`config.mk`:
```
export PLATFORM = sky130hd
export DESIGN_NAME = multi_channel_soft_timer
export DESIGN_NICKNAME = d
export VERILOG_FILES = /design/src/rtl/mcst_pkg.sv /design/src/rtl/mcst_ram.sv /design/src/rtl/multi_channel_soft_timer.sv
export VERILOG_INCLUDE_DIRS = /design/src /design/src/rtl
export SDC_FILE = /design/constraint.sdc
export NUM_CORES = 2
export LEC_CHECK = 0
export BUFFER_PORTS_ARGS = -buffer_cell sky130_fd_sc_hd__buf_2
export CAP_MARGIN = 25
export CORE_ASPECT_RATIO = 0.6
export CORE_UTILIZATION = 30
export CTS_CLUSTER_DIAMETER = 100
export DETAILED_ROUTE_END_ITERATION = 8
export GPL_TIMING_DRIVEN = 1
export PLACE_DENSITY = 0.48
export SLEW_MARGIN = 20
export SYNTH_ARGS = -nofsm -noshare
export SYNTH_HDL_FRONTEND = slang
export SYNTH_SLANG_ARGS = --single-unit
```
`constraint.sdc`:
```
create_clock -name i_clk -period 22.9 [get_ports i_clk]
set_input_delay 1.145 -clock i_clk [delete_from_list [all_inputs] [get_ports i_clk]]
set_output_delay 1.145 -clock i_clk [all_outputs]
set_load 0.05 [all_outputs]
```
`src/rtl/assert_macros.svh`:
```
// ----------------------------------------------------------------------------
// assert_macros.svh
// Assertion helpers for the timer pool RTL. Bodies are empty for synthesis.
// ----------------------------------------------------------------------------
`ifndef ASSERT_MACROS_SVH
`define ASSERT_MACROS_SVH

`ifndef SYNTHESIS
`define ASSERT_CLK(lbl, clk, rst_n, prop, msg) \
    lbl: assert property (@(posedge clk) disable iff (!rst_n) prop) else $error(msg);
`define ASSERT_ALWAYS(lbl, clk, prop, msg) \
    lbl: assert property (@(posedge clk) prop) else $error(msg);
`else
`define ASSERT_CLK(lbl, clk, rst_n, prop, msg)
`define ASSERT_ALWAYS(lbl, clk, prop, msg)
`endif

`endif

```
`src/rtl/mcst_pkg.sv`:
```
// ----------------------------------------------------------------------------
// mcst_pkg
// Types and constants shared by the millisecond timer pool.
// ----------------------------------------------------------------------------
package mcst_pkg;

    localparam int NUM_TIMERS_DEF = 16;
    localparam int POOL_CAP       = 64;   // sizes the extended slot index; slot fields hold IDX_W bits
    localparam int RES_MAX        = 16;   // expiries reported per tick at most
    localparam int HITS_W         = $clog2(RES_MAX + 1);

    localparam int OP_W       = 3;
    localparam int IDX_W      = 4;
    localparam int TIME_W     = 32;
    localparam int TAG_W      = 16;
    localparam int DLY_W      = 16;
    localparam int SLOT_EXT_W = $clog2(POOL_CAP + 1);

    localparam int IN_DATA_W  = 104;
    localparam int OUT_DATA_W = 24;

    localparam logic KIND_REPLY  = 1'b0;
    localparam logic KIND_EXPIRY = 1'b1;

    typedef enum logic [OP_W-1:0] {
        OP_TICK  = 3'd0,
        OP_ALLOC = 3'd1,
        OP_FREE  = 3'd2,
        OP_START = 3'd3,
        OP_STOP  = 3'd4,
        OP_PAUSE = 3'd5,
        OP_CONT  = 3'd6,
        OP_DELAY = 3'd7
    } t_op;

    typedef enum logic [1:0] {
        ST_FREE  = 2'd0,
        ST_IDLE  = 2'd1,
        ST_RUN   = 2'd2,
        ST_PAUSE = 2'd3
    } t_status;

    typedef struct packed {
        logic [TIME_W-1:0] period;
        logic [TIME_W-1:0] deadline;
        logic [TIME_W-1:0] remaining;
        logic [TIME_W-1:0] cycles;
        logic              fvr;
        logic              ntf;
        logic [TAG_W-1:0]  tag;
    } t_entry;

    localparam int ENTRY_W = $bits(t_entry);

    // packed from the top down, so kind lands in bit 0
    typedef struct packed {
        logic              last;
        logic              finished;
        logic              wants_notify;
        logic [TAG_W-1:0]  tag_out;
        logic [IDX_W-1:0]  slot;
        logic              ok;
        logic              kind;
    } t_result;

endpackage

```
`src/rtl/mcst_ram.sv`:
```
// ----------------------------------------------------------------------------
// mcst_ram
// Simple dual-port RAM, one write and one read port, registered read with
// read enable (data holds while the enable is low).
// ----------------------------------------------------------------------------
module mcst_ram #(
    parameter int WIDTH = 8,
    parameter int DEPTH = 16,
    localparam int AW   = (DEPTH > 1) ? $clog2(DEPTH) : 1
) (
    input  logic             i_clk,
    input  logic             i_wr_en,
    input  logic [AW-1:0]    i_wr_addr,
    input  logic [WIDTH-1:0] i_wr_data,
    input  logic             i_rd_en,
    input  logic [AW-1:0]    i_rd_addr,
    output logic [WIDTH-1:0] o_rd_data
);

    logic [WIDTH-1:0] r_mem [DEPTH];
    logic [WIDTH-1:0] r_rd_data;

    always_ff @(posedge i_clk) begin
        if (i_wr_en) begin
            r_mem[i_wr_addr] <= i_wr_data;
        end
        if (i_rd_en) begin
            r_rd_data <= r_mem[i_rd_addr];
        end
    end

    assign o_rd_data = r_rd_data;

endmodule

```
`src/rtl/multi_channel_soft_timer.sv`:
```
// ----------------------------------------------------------------------------
// multi_channel_soft_timer
// Pool of millisecond timers. One operation per input transfer: tick,
// allocate, free, start, stop, pause, continue, delay. Timer entries live in
// one RAM; slot status sits in flops so that allocate can search it.
// ----------------------------------------------------------------------------
//  channel   dir  tdata (low bit up)                       tuser        tlast
//  s_axis    in   timer_index, period_ms, cycle_count,     opcode       -
//                 forever_req, notify, user_tag,
//                 extra_delay_ms, pad
//  m_axis    out  ok, slot, tag_out, wants_notify,         result_kind  last
//                 finished, pad
//
//  Operations other than tick: accept, then one RAM read-modify-write.
//  Tick: one slot per cycle through the RAM read port unless a stalled m_axis
//  holds the scan; the sixteenth expiry ends the scan early.
//  A stalled m_axis also holds other operations; one result waits in the
//  output register while the scan goes on. No clearing pass after reset.
// ----------------------------------------------------------------------------
`include "assert_macros.svh"

module multi_channel_soft_timer #(
    parameter int NUM_TIMERS = mcst_pkg::NUM_TIMERS_DEF
) (
    input  logic                             i_clk,
    input  logic                             i_rst_n,
    // timer_index, period_ms, cycle_count, forever_req, notify, user_tag,
    // extra_delay_ms, pad
    input  logic [mcst_pkg::IN_DATA_W-1:0]   s_axis_tdata,
    // opcode
    input  logic [mcst_pkg::OP_W-1:0]        s_axis_tuser,
    input  logic                             s_axis_tvalid,
    output logic                             s_axis_tready,
    // ok, slot, tag_out, wants_notify, finished, pad
    output logic [mcst_pkg::OUT_DATA_W-1:0]  m_axis_tdata,
    // result_kind
    output logic                             m_axis_tuser,
    output logic                             m_axis_tlast,
    output logic                             m_axis_tvalid,
    input  logic                             m_axis_tready
);

    localparam int IW = (NUM_TIMERS > 1) ? $clog2(NUM_TIMERS) : 1;
    localparam int SW = mcst_pkg::SLOT_EXT_W;
    localparam int TW = mcst_pkg::TIME_W;

    typedef enum logic [1:0] {
        S_IDLE,
        S_OP,
        S_SCAN,
        S_FLUSH
    } t_state;

    // input fields
    logic [mcst_pkg::IDX_W-1:0] in_idx;
    logic [TW-1:0]              in_per;
    logic [TW-1:0]              in_cyc;
    logic                       in_fev;
    logic                       in_ntf;
    logic [mcst_pkg::TAG_W-1:0] in_tag;
    logic [mcst_pkg::DLY_W-1:0] in_dly;
    mcst_pkg::t_op              in_op;
    logic                       in_acc;

    assign in_idx = s_axis_tdata[3:0];
    assign in_per = s_axis_tdata[35:4];
    assign in_cyc = s_axis_tdata[67:36];
    assign in_fev = s_axis_tdata[68];
    assign in_ntf = s_axis_tdata[69];
    assign in_tag = s_axis_tdata[85:70];
    assign in_dly = s_axis_tdata[101:86];
    assign in_op  = mcst_pkg::t_op'(s_axis_tuser);

    // registers
    t_state                      r_state;
    mcst_pkg::t_op               r_op;
    logic [mcst_pkg::IDX_W-1:0]  r_idx;
    logic [TW-1:0]               r_per;
    logic [TW-1:0]               r_cyc;
    logic                        r_fev;
    logic                        r_ntf;
    logic [mcst_pkg::TAG_W-1:0]  r_tag;
    logic [mcst_pkg::DLY_W-1:0]  r_dly;
    logic [TW-1:0]               r_now;
    mcst_pkg::t_status           r_status [NUM_TIMERS];
    logic [IW-1:0]               r_ev_idx;
    logic [mcst_pkg::HITS_W-1:0] r_hits;
    logic                        r_pend_v;
    mcst_pkg::t_result           r_pend;
    logic                        r_m_valid;
    mcst_pkg::t_result           r_m_data;

    // RAM port
    logic                        wr_en;
    logic [IW-1:0]               wr_addr;
    mcst_pkg::t_entry            wr_data;
    logic                        rd_en;
    logic [IW-1:0]               rd_addr;
    mcst_pkg::t_entry            rd_data;
    logic [mcst_pkg::ENTRY_W-1:0] rd_word;

    mcst_ram #(
        .WIDTH (mcst_pkg::ENTRY_W),
        .DEPTH (NUM_TIMERS)
    ) u_ram (
        .i_clk     (i_clk),
        .i_wr_en   (wr_en),
        .i_wr_addr (wr_addr),
        .i_wr_data (wr_data),
        .i_rd_en   (rd_en),
        .i_rd_addr (rd_addr),
        .o_rd_data (rd_word)
    );

    assign rd_data = mcst_pkg::t_entry'(rd_word);

    // first free slot
    logic          free_found;
    logic [IW-1:0] free_idx;

    always_comb begin
        free_found = 1'b0;
        free_idx   = '0;
        for (int i = NUM_TIMERS - 1; i >= 0; i--) begin
            if (r_status[i] == mcst_pkg::ST_FREE) begin
                free_found = 1'b1;
                free_idx   = IW'(i);
            end
        end
    end

    logic [SW-1:0] in_idx_ext;
    logic [SW-1:0] op_idx_ext;
    logic [IW-1:0] op_addr;
    logic          op_in_range;

    assign in_idx_ext  = SW'(in_idx);
    assign op_idx_ext  = SW'(r_idx);
    assign op_addr     = op_idx_ext[IW-1:0];
    assign op_in_range = op_idx_ext < SW'(NUM_TIMERS);

    logic out_free;
    assign out_free = !r_m_valid || m_axis_tready;

    // next-state logic
    t_state            n_state;
    logic              out_load;
    mcst_pkg::t_result n_out;
    logic              st_we;
    logic [IW-1:0]     st_addr;
    mcst_pkg::t_status st_val;
    logic              pend_load;
    logic              pend_clr;
    mcst_pkg::t_result n_pend;
    logic              ev_adv;
    mcst_pkg::t_status op_st;
    mcst_pkg::t_status ev_st;
    logic              ev_hit;
    logic              ev_fin;
    logic [SW-1:0]     ev_idx_ext;
    logic [IW-1:0]     ev_nxt;
    logic [SW-1:0]     free_ext;

    assign op_st      = r_status[op_addr];
    assign ev_st      = r_status[r_ev_idx];
    assign ev_idx_ext = SW'(r_ev_idx);
    assign ev_nxt     = r_ev_idx + IW'(1);
    assign free_ext   = SW'(free_idx);
    assign ev_hit     = (ev_st == mcst_pkg::ST_RUN) && !(r_now < rd_data.deadline);

    always_comb begin
        n_state   = r_state;
        out_load  = 1'b0;
        n_out     = '0;
        wr_en     = 1'b0;
        wr_addr   = r_ev_idx;
        wr_data   = rd_data;
        rd_en     = 1'b1;
        rd_addr   = ev_nxt;
        st_we     = 1'b0;
        st_addr   = r_ev_idx;
        st_val    = mcst_pkg::ST_FREE;
        pend_load = 1'b0;
        pend_clr  = 1'b0;
        n_pend    = '0;
        ev_adv    = 1'b0;
        ev_fin    = 1'b0;

        unique case (r_state)
            S_IDLE: begin
                rd_addr = (in_op == mcst_pkg::OP_TICK) ? '0 : in_idx_ext[IW-1:0];
                if (in_acc) begin
                    n_state = (in_op == mcst_pkg::OP_TICK) ? S_SCAN : S_OP;
                end
            end

            S_OP: begin
                n_out.kind = mcst_pkg::KIND_REPLY;
                n_out.last = 1'b1;
                n_out.slot = r_idx;
                wr_addr    = op_addr;
                st_addr    = op_addr;
                if (r_op == mcst_pkg::OP_ALLOC) begin
                    n_out.ok   = free_found;
                    n_out.slot = free_ext[mcst_pkg::IDX_W-1:0];
                    st_we      = free_found;
                    st_addr    = free_idx;
                    st_val     = mcst_pkg::ST_IDLE;
                end else if (op_in_range) begin
                    unique case (r_op)
                        mcst_pkg::OP_FREE: begin
                            n_out.ok = op_st != mcst_pkg::ST_FREE;
                            st_we    = n_out.ok;
                            st_val   = mcst_pkg::ST_FREE;
                        end
                        mcst_pkg::OP_START: begin
                            n_out.ok         = op_st != mcst_pkg::ST_FREE;
                            st_we            = n_out.ok;
                            st_val           = mcst_pkg::ST_RUN;
                            wr_en            = n_out.ok;
                            wr_data.period   = r_per;
                            wr_data.deadline = r_per + r_now;
                            wr_data.cycles   = r_cyc;
                            wr_data.fvr      = r_fev;
                            wr_data.ntf      = r_ntf;
                            wr_data.tag      = r_tag;
                        end
                        mcst_pkg::OP_STOP: begin
                            n_out.ok = op_st != mcst_pkg::ST_FREE;
                            st_we    = n_out.ok;
                            st_val   = mcst_pkg::ST_IDLE;
                        end
                        mcst_pkg::OP_PAUSE: begin
                            n_out.ok = (op_st == mcst_pkg::ST_RUN)
                                       && (r_now < rd_data.deadline);
                            st_we             = n_out.ok;
                            st_val            = mcst_pkg::ST_PAUSE;
                            wr_en             = n_out.ok;
                            wr_data.remaining = rd_data.deadline - r_now;
                        end
                        mcst_pkg::OP_CONT: begin
                            n_out.ok         = op_st == mcst_pkg::ST_PAUSE;
                            st_we            = n_out.ok;
                            st_val           = mcst_pkg::ST_RUN;
                            wr_en            = n_out.ok;
                            wr_data.deadline = rd_data.remaining + r_now;
                        end
                        mcst_pkg::OP_DELAY: begin
                            n_out.ok         = op_st == mcst_pkg::ST_RUN;
                            wr_en            = n_out.ok;
                            wr_data.deadline = r_now + TW'(r_dly);
                        end
                        default: begin
                            n_out.ok = 1'b0;
                        end
                    endcase
                end
                if (out_free) begin
                    out_load = 1'b1;
                    n_state  = S_IDLE;
                end else begin
                    // hold everything, read data included
                    rd_en = 1'b0;
                    wr_en = 1'b0;
                    st_we = 1'b0;
                end
            end

            S_SCAN: begin
                if (ev_hit && r_pend_v && !out_free) begin
                    rd_en = 1'b0;
                end else begin
                    ev_adv = 1'b1;
                    if (ev_hit) begin
                        wr_en = 1'b1;
                        if (rd_data.fvr) begin
                            wr_data.deadline = rd_data.period + r_now;
                        end else if (rd_data.cycles <= TW'(1)) begin
                            wr_data.cycles = '0;
                            st_we          = 1'b1;
                            st_val         = mcst_pkg::ST_IDLE;
                            ev_fin         = 1'b1;
                        end else begin
                            wr_data.cycles   = rd_data.cycles - TW'(1);
                            wr_data.deadline = rd_data.period + r_now;
                        end
                        // the previous expiry is not the last one
                        out_load            = r_pend_v;
                        n_out               = r_pend;
                        pend_load           = 1'b1;
                        n_pend.kind         = mcst_pkg::KIND_EXPIRY;
                        n_pend.ok           = 1'b1;
                        n_pend.slot         = ev_idx_ext[mcst_pkg::IDX_W-1:0];
                        n_pend.tag_out      = rd_data.tag;
                        n_pend.wants_notify = rd_data.ntf;
                        n_pend.finished     = ev_fin;
                        n_pend.last         = 1'b0;
                    end
                    if ((r_ev_idx == IW'(NUM_TIMERS - 1))
                        || (ev_hit && (r_hits == mcst_pkg::HITS_W'(mcst_pkg::RES_MAX - 1))))
                    begin
                        n_state = S_FLUSH;
                    end
                end
            end

            S_FLUSH: begin
                if (!r_pend_v) begin
                    n_state = S_IDLE;
                end else if (out_free) begin
                    out_load   = 1'b1;
                    n_out      = r_pend;
                    n_out.last = 1'b1;
                    pend_clr   = 1'b1;
                    n_state    = S_IDLE;
                end
            end

            default: begin
                n_state = S_IDLE;
            end
        endcase
    end

    assign s_axis_tready = (r_state == S_IDLE);
    assign in_acc        = s_axis_tvalid && s_axis_tready;

    always_ff @(posedge i_clk) begin
        if (!i_rst_n) begin
            r_state   <= S_IDLE;
            r_now     <= '0;
            r_ev_idx  <= '0;
            r_hits    <= '0;
            r_pend_v  <= 1'b0;
            r_m_valid <= 1'b0;
            for (int i = 0; i < NUM_TIMERS; i++) begin
                r_status[i] <= mcst_pkg::ST_FREE;
            end
        end else begin
            r_state <= n_state;
            if (in_acc) begin
                r_op  <= in_op;
                r_idx <= in_idx;
                r_per <= in_per;
                r_cyc <= in_cyc;
                r_fev <= in_fev;
                r_ntf <= in_ntf;
                r_tag <= in_tag;
                r_dly <= in_dly;
                if (in_op == mcst_pkg::OP_TICK) begin
                    r_now    <= r_now + TW'(1);
                    r_ev_idx <= '0;
                    r_hits   <= '0;
                end
            end
            if (ev_adv) begin
                r_ev_idx <= ev_nxt;
                if (ev_hit) begin
                    r_hits <= r_hits + mcst_pkg::HITS_W'(1);
                end
            end
            if (st_we) begin
                r_status[st_addr] <= st_val;
            end
            if (pend_load) begin
                r_pend_v <= 1'b1;
                r_pend   <= n_pend;
            end else if (pend_clr) begin
                r_pend_v <= 1'b0;
            end
            if (out_load) begin
                r_m_valid <= 1'b1;
                r_m_data  <= n_out;
            end else if (m_axis_tready) begin
                r_m_valid <= 1'b0;
            end
        end
    end

    assign m_axis_tvalid = r_m_valid;
    assign m_axis_tuser  = r_m_data.kind;
    assign m_axis_tlast  = r_m_data.last;
    assign m_axis_tdata  = {1'b0, r_m_data.finished, r_m_data.wants_notify,
                            r_m_data.tag_out, r_m_data.slot, r_m_data.ok};

    `ASSERT_CLK(a_hits_cap, i_clk, i_rst_n,
        (r_state == S_SCAN) |-> (r_hits < mcst_pkg::HITS_W'(mcst_pkg::RES_MAX)),
        "expiry count passed its cap")
    `ASSERT_CLK(a_pend_idle, i_clk, i_rst_n,
        (r_state == S_IDLE) |-> !r_pend_v,
        "expiry left pending after a tick")
    `ASSERT_CLK(a_reply_last, i_clk, i_rst_n,
        (r_m_valid && (r_m_data.kind == mcst_pkg::KIND_REPLY)) |-> r_m_data.last,
        "reply without last")
    `ASSERT_CLK(a_tick_now, i_clk, i_rst_n,
        (in_acc && (in_op == mcst_pkg::OP_TICK)) |=> (r_now == $past(r_now) + TW'(1)),
        "tick did not advance the counter")
    `ASSERT_ALWAYS(a_rst_idle, i_clk,
        !i_rst_n |=> (r_state == S_IDLE) && !r_m_valid,
        "reset did not clear control")

endmodule
```
Word level (Yosys, flattened, before mapping)
Memory sizes are Yosys's and may differ from the RTL's. A register that Yosys moved wholly into a read port is not among the register bits.
Cells that the tools add are included.

storage, ports and cells
  output and inout port bits = 28
  RAM bits = 2368
  bits in registers = 200
  bits of input ports = 111
  memory bits (read-only) = 0
  memories = 2
  latch bits = 0
  word-level logic and storage cells = 238

operators by class
  $lt $le $gt $ge = 3
  reductions and logical operators = 45
  add/sub/neg operators = 9
  multiply operators = 0
  bitwise gates (word level) = 2
  shifts and indexed selects = 0
  eq/ne operators = 18
  divide/modulo/power cells = 0
  mux-type cells = 131

memories
  memory       words  bits a word  read ports  clocked after memory_dff  wr ports  line                            text
  u_ram.r_mem  16     146          1           1                         1         mcst_ram.sv:20                  logic [WIDTH-1:0] r_mem [DEPTH];
  r_status     16     2            18          2                         16        multi_channel_soft_timer.sv:85  mcst_pkg::t_status r_status [NUM_TIMERS];

operator list
  operator                 count
  $mux W32                 12
  $mux W146                2
  $pmux W32 S2             2
  $mux W4                  28
  $mux W25                 4
  $add A32 B32 Y32         3
  $pmux W32 S3             1
  $mux W1                  53
  $mux W50                 1
  $pmux W18 S2             1
  $logic_not A2 Y1         17
  $add A32 B1 Y32 const B  1
  $add A32 B16 Y32         1
  $le A32 B1 Y1 const B    1
  $lt A32 B32 Y1           1
  $sub A32 B1 Y32 const B  1
  $sub A32 B32 Y32         1
  $mux W2                  10
  $mux W5                  4
  $mux W18                 1
  $pmux W6 S3              1
  $eq A3 B3 Y1 const B     4
  $eq A2 B2 Y1 const B     5
  $reduce_and A2 Y1        5
  other kinds (25)         48

Depth between registers and ports, before layout
An unclocked memory read counts as a cell.

  word-level depth = 26
  mapped depth = 18
  depth with buffers taken out = 15

By module
From an unflattened synthesis, not the netlist that was laid out.

second synthesis, totals
  cells, all modules = 5875
  area, all modules = 110514.7 um^2

by module, submodules not included
  module                    cells each  instances  area each (um^2)
  mcst_ram                  3833        1          92308.5
  multi_channel_soft_timer  2042        1          18206.2

Worst setup path after synthesis
OpenSTA, ideal clock, no wires.

  kind = register to register
  from = register r_now[17]
  to = memory u_ram.r_mem[7][0] in the netlist's numbering (enable)
  stages on the path, launching flop included = 11
  period minus slack after synthesis = 9.497 ns
  buffers on the path = 0
  data arrival time = 8.843 ns
  path slack = 13.403 ns
  cell sequence = dfxtp_1 inv_1 ha_1 nand4_1 nor3_2 nand3_1 or4_1 mux2_2 a2111oi_4 o21ai_0 nor2_1

on the way
  longest elaborated chain between the ends = 9

ends and longest elaborated chain
  item                                                     line                                                              text
  from (decl)                                              multi_channel_soft_timer.sv:84                                    logic [TW-1:0] r_now;
  from (signal assigned)                                   multi_channel_soft_timer.sv:351                                   r_now <= r_now + TW'(1);
  $lt A32 B32 Y1 *                                         multi_channel_soft_timer.sv:169, multi_channel_soft_timer.sv:235
  $logic_and A1 B1 Y1 or $logic_not A1 Y1 (tied branches)  multi_channel_soft_timer.sv:235, multi_channel_soft_timer.sv:169
  $pmux W1 S4 or $logic_and A1 B1 Y1 (tied branches)       multi_channel_soft_timer.sv:210, multi_channel_soft_timer.sv:169
  $mux W1 or $logic_and A1 B1 Y1 (tied branches)           multi_channel_soft_timer.sv:209, multi_channel_soft_timer.sv:270
  $mux W1 or $logic_and A1 B1 Y1 (tied branches)           multi_channel_soft_timer.sv:203, multi_channel_soft_timer.sv:270
  $mux W1 (on tied branches)                               multi_channel_soft_timer.sv:258, multi_channel_soft_timer.sv:270
  $pmux W1 S2 *                                            multi_channel_soft_timer.sv:189                                   unique case (r_state)
  $mux W1 *                                                mcst_ram.sv:24                                                    if (i_wr_en) begin
  $mux W1 (not written as such) *                          mcst_ram.sv:25                                                    r_mem[i_wr_addr] <= i_wr_data;
  to (decl)                                                mcst_ram.sv:20

Mark *: on every way between the ends. The rest lies on a longest branch, timed or not.

Worst setup path in the final report
  from = register r_now[3]
  to = memory u_ram.r_mem[3][117] in the netlist's numbering (enable)

Same word-level chain as after synthesis.

==> results.cfg <==
[route]
via_count = 61100
viasPerCell = 5.32
wl_um = 335000
drt_iter0_markers = 6409
dr.pass1.iters = 6
ant_nets = 0
drc = 0
wl_per_cell_um = 29.1

[sta]
tns_ns = 0
slew-limit-headroom = 0.267
rsz0062_at_grt = false
finalHoldViolCount = 0
worst_slack_ns = 15.07
drv_slew = 0
fin_skew_ns = 0.0729
post-route-period-util = 0.342
setup_violations = 0
fmax_mhz = 128
tightestPinTransition_ns = 1.10
fin_crit_ns = 7.83

[yosys]
yosys.cell_types.count = 87
synth_warnings = 0
synth_compound_area_frac = 0.0547
syn_area_mm2 = 0.111
yosysSeqAreaShare = 0.730
synth_top_family_by_area = multiplexers
synthSimpleGateAreaFrac = 0.0507
ys_ff_latch = 2720
syn_nets = 6351
ys.flop_type = edfxtp_1
synthMuxAreaShare = 0.130
synth_edf_count = 2667
synth-adder-area-share = 0.0122
synth-xor-area-share = 0.00843
ys_async_sr_fraction = 0
syn_avg_cell_area_um2 = 18.1
syn_inst = 6133

[critical_path]
crit_family = compound AO/OA/AOI/OAI gates
path_cells = inv_1 -> ha_1 -> o211ai_1 -> a21oi_1 -> o41a_1 -> a31oi_1 -> o21ai_1 -> a2111oi_4 -> o22ai_1 -> nor2_4 -> buf_4 -> buf_4 -> buf_4
crit_slowest_cell = nor2_4
path_buf_inv = 4
end_kind = flip-flop
cp_data_arrival_time_ns = 8.29
cp.depth = 13
crit_type = reg -> reg
start_kind = flip-flop
crit_required_ns = 23.37
worstRegToRegCells = 13
path_max_fanout = 36
crit_top_cell = buf_4
cpPeakStageDelay_ns = 0.84

[die]
die_w_um = 788
rows = 172
ios = 139
die_y_um = 473
die_area_mm2 = 0.373
initial_core_util = 0.303
coreArea_mm2 = 0.367

[place]
hpwl_um = 191000
place.gp.congestion = 0.864
dp_worst_setup_slack_ns = 15.15
io_buffers = 135

[clocking]
cts_buffers = 279
cts_resized = 0
clock-sinks = 2720
h-tree-depth = 5
clk_pin_slew_worst_paths_ns = 0.06
clk_latency_ns = 0.91
cts_tree = built
clockBufferDepth = 4
ctsHoldBuffers = 0
ctsRootBufferMaster = clkbuf_16
post_cts_buffers = 0

[cells_and_area]
layout_common_cells = edfxtp_1 (2667), mux4_2 (590), nand2_1 (524), clkbuf_16 (285), and2_1 (176)
fin_nets = 6643
final_common_cell = edfxtp_1
final_core_util = 0.347
syn2layout_area_growth_pct = 14.6
drive_gt1_frac = 0.216

[power_and_ir_drop]
leakage_nw = 40.3
peakVddDrop_mv = 0.0524
power.density_mw_per_mm2 = 95.1

[grt]
overflow = 0
grt_max_degree = 127
first_global_vias = 60300
antenna_found_initial = 21
grt_use_total = 0.175
grt_pass1_wl_um = 469000

[run]
drv_cap = 0

[outcome]
status = completed

[worst_hold_path]
hp-class = in -> reg
min_path_cells = 1
==> metal layers <==
metal  part of all wire  vias up  GRT usage
met4              0.023        2     0.0429
met3              0.066      466     0.0271
li1                   -    25500          -
met1               0.47    32800      0.265
met5           0.000057        -          0
met2               0.44     2305      0.262
==> cell families after synthesis <==
| kind of cell | after synthesis |
|---|---|
| flip-flops | 2720 |
| AND/OR/NAND/NOR | 1198 |
| AO/OA/AOI/OAI | 915 |
| multiplexers | 685 |
| buffers and inverters | 400 |
| adder cells (fa/ha/maj) | 107 |
| XOR/XNOR | 107 |
| other | 1 |
==> per-stage QoR <==
step / area (um^2) / instances / hold slack [ns] / total power [W]
2_1_floorplan: 111000 / 6133 / 0.464 / 0.00704
3_3_place_gp: 118000 / 11000 / 0.476 / 0.00764
3_5_place_dp: 119000 / 11000 / 0.494 / 0.00768
4_1_cts: 127000 / 11500 / 0.348 / 0.0122
5_1_grt: 127000 / 11500 / 0.378 / 0.0125
6_report: 127000 / 11500 / 0.425 / 0.0121
==> area by class of cell <==
| class | instances | area, um^2 |
|---|---|---|
| Tap cell | 4872 | 6100 |
| Clock buffer | 343 | 7370 |
| Clock inverter | 131 | 1380 |
| Timing Repair Buffer | 333 | 2360 |
| Inverter | 78 | 298 |
| Fill cell | 34600 | 240000 |
| Sequential cell | 2720 | 81100 |
| Antenna cell | 4 | 10.0 |
| Multi-Input combinational cell | 3013 | 28800 |
==> Yosys cell counts, drive strengths merged, types with 21 or more instances <==
| cell | count | area share |
|---|---|---|
| dfxtp | 53 | 0.0095 |
| xor2 | 40 | 0.0032 |
| a211oi | 168 | 0.011 |
| nand4 | 21 | 0.0012 |
| nand2 | 526 | 0.018 |
| ha | 104 | 0.012 |
| inv | 77 | 0.0026 |
| mux2 | 64 | 0.0065 |
| o21ai | 170 | 0.0077 |
| a31oi | 170 | 0.0096 |
| xnor2 | 67 | 0.0053 |
| edfxtp | 2667 | 0.72 |
| a221o | 21 | 0.0019 |
| mux4 | 596 | 0.12 |
| a21o | 41 | 0.0028 |
| nand3 | 57 | 0.0026 |
| and2 | 176 | 0.0099 |
| buf | 84 | 0.0034 |
| a21oi | 142 | 0.0064 |
| clkbuf | 238 | 0.0080 |
| and3 | 33 | 0.0019 |
| mux2i | 25 | 0.0023 |
| nand2b | 36 | 0.0021 |
| a22oi | 21 | 0.0014 |
| nor3 | 66 | 0.0031 |
| o211ai | 30 | 0.0020 |
| nor2 | 191 | 0.0065 |
| nor4 | 22 | 0.0013 |
==> final timing paths <==
check                        start  slack [ns]                  end
setup / recovery          r_now[3]       15.07  u_ram.r_mem[3][117]
hold / removal    s_axis_tdata[82]        0.43            r_tag[12]
setup reg to reg          r_now[3]       15.07  u_ram.r_mem[3][117]
hold reg to reg          r_hits[4]        0.51            r_hits[4]
==> worst reg2reg max path: stages (launching register included) <==
cell and delay, ns:
dfxtp_1 0.49, inv_1 0.16, ha_1 0.42, o211ai_1 0.20, a21oi_1 0.08, o41a_1 0.50
a31oi_1 0.66, o21ai_1 0.47, a2111oi_4 0.73, o22ai_1 0.45, nor2_4 0.84, buf_4 0.84
buf_4 0.72, buf_4 0.81
==> flip-flops by register name (all words and copies together), names as in the netlist, 23 cells and up, named ones only <==
register,count
r_now,32
r_pend,23
m_axis_tdata,23
r_status,32
u_ram.r_mem,2336
u_ram.o_rd_data,146
r_per,32
r_cyc,32
==> report_power, final <==
group	total [W]	internal, W	switching (W)
Clock	0.00453	0.00258	0.00195
Sequential	0.00601	0.00588	0.000129
Combinational	0.00158	0.000547	0.00103
(Power assumes the default switching activity.)
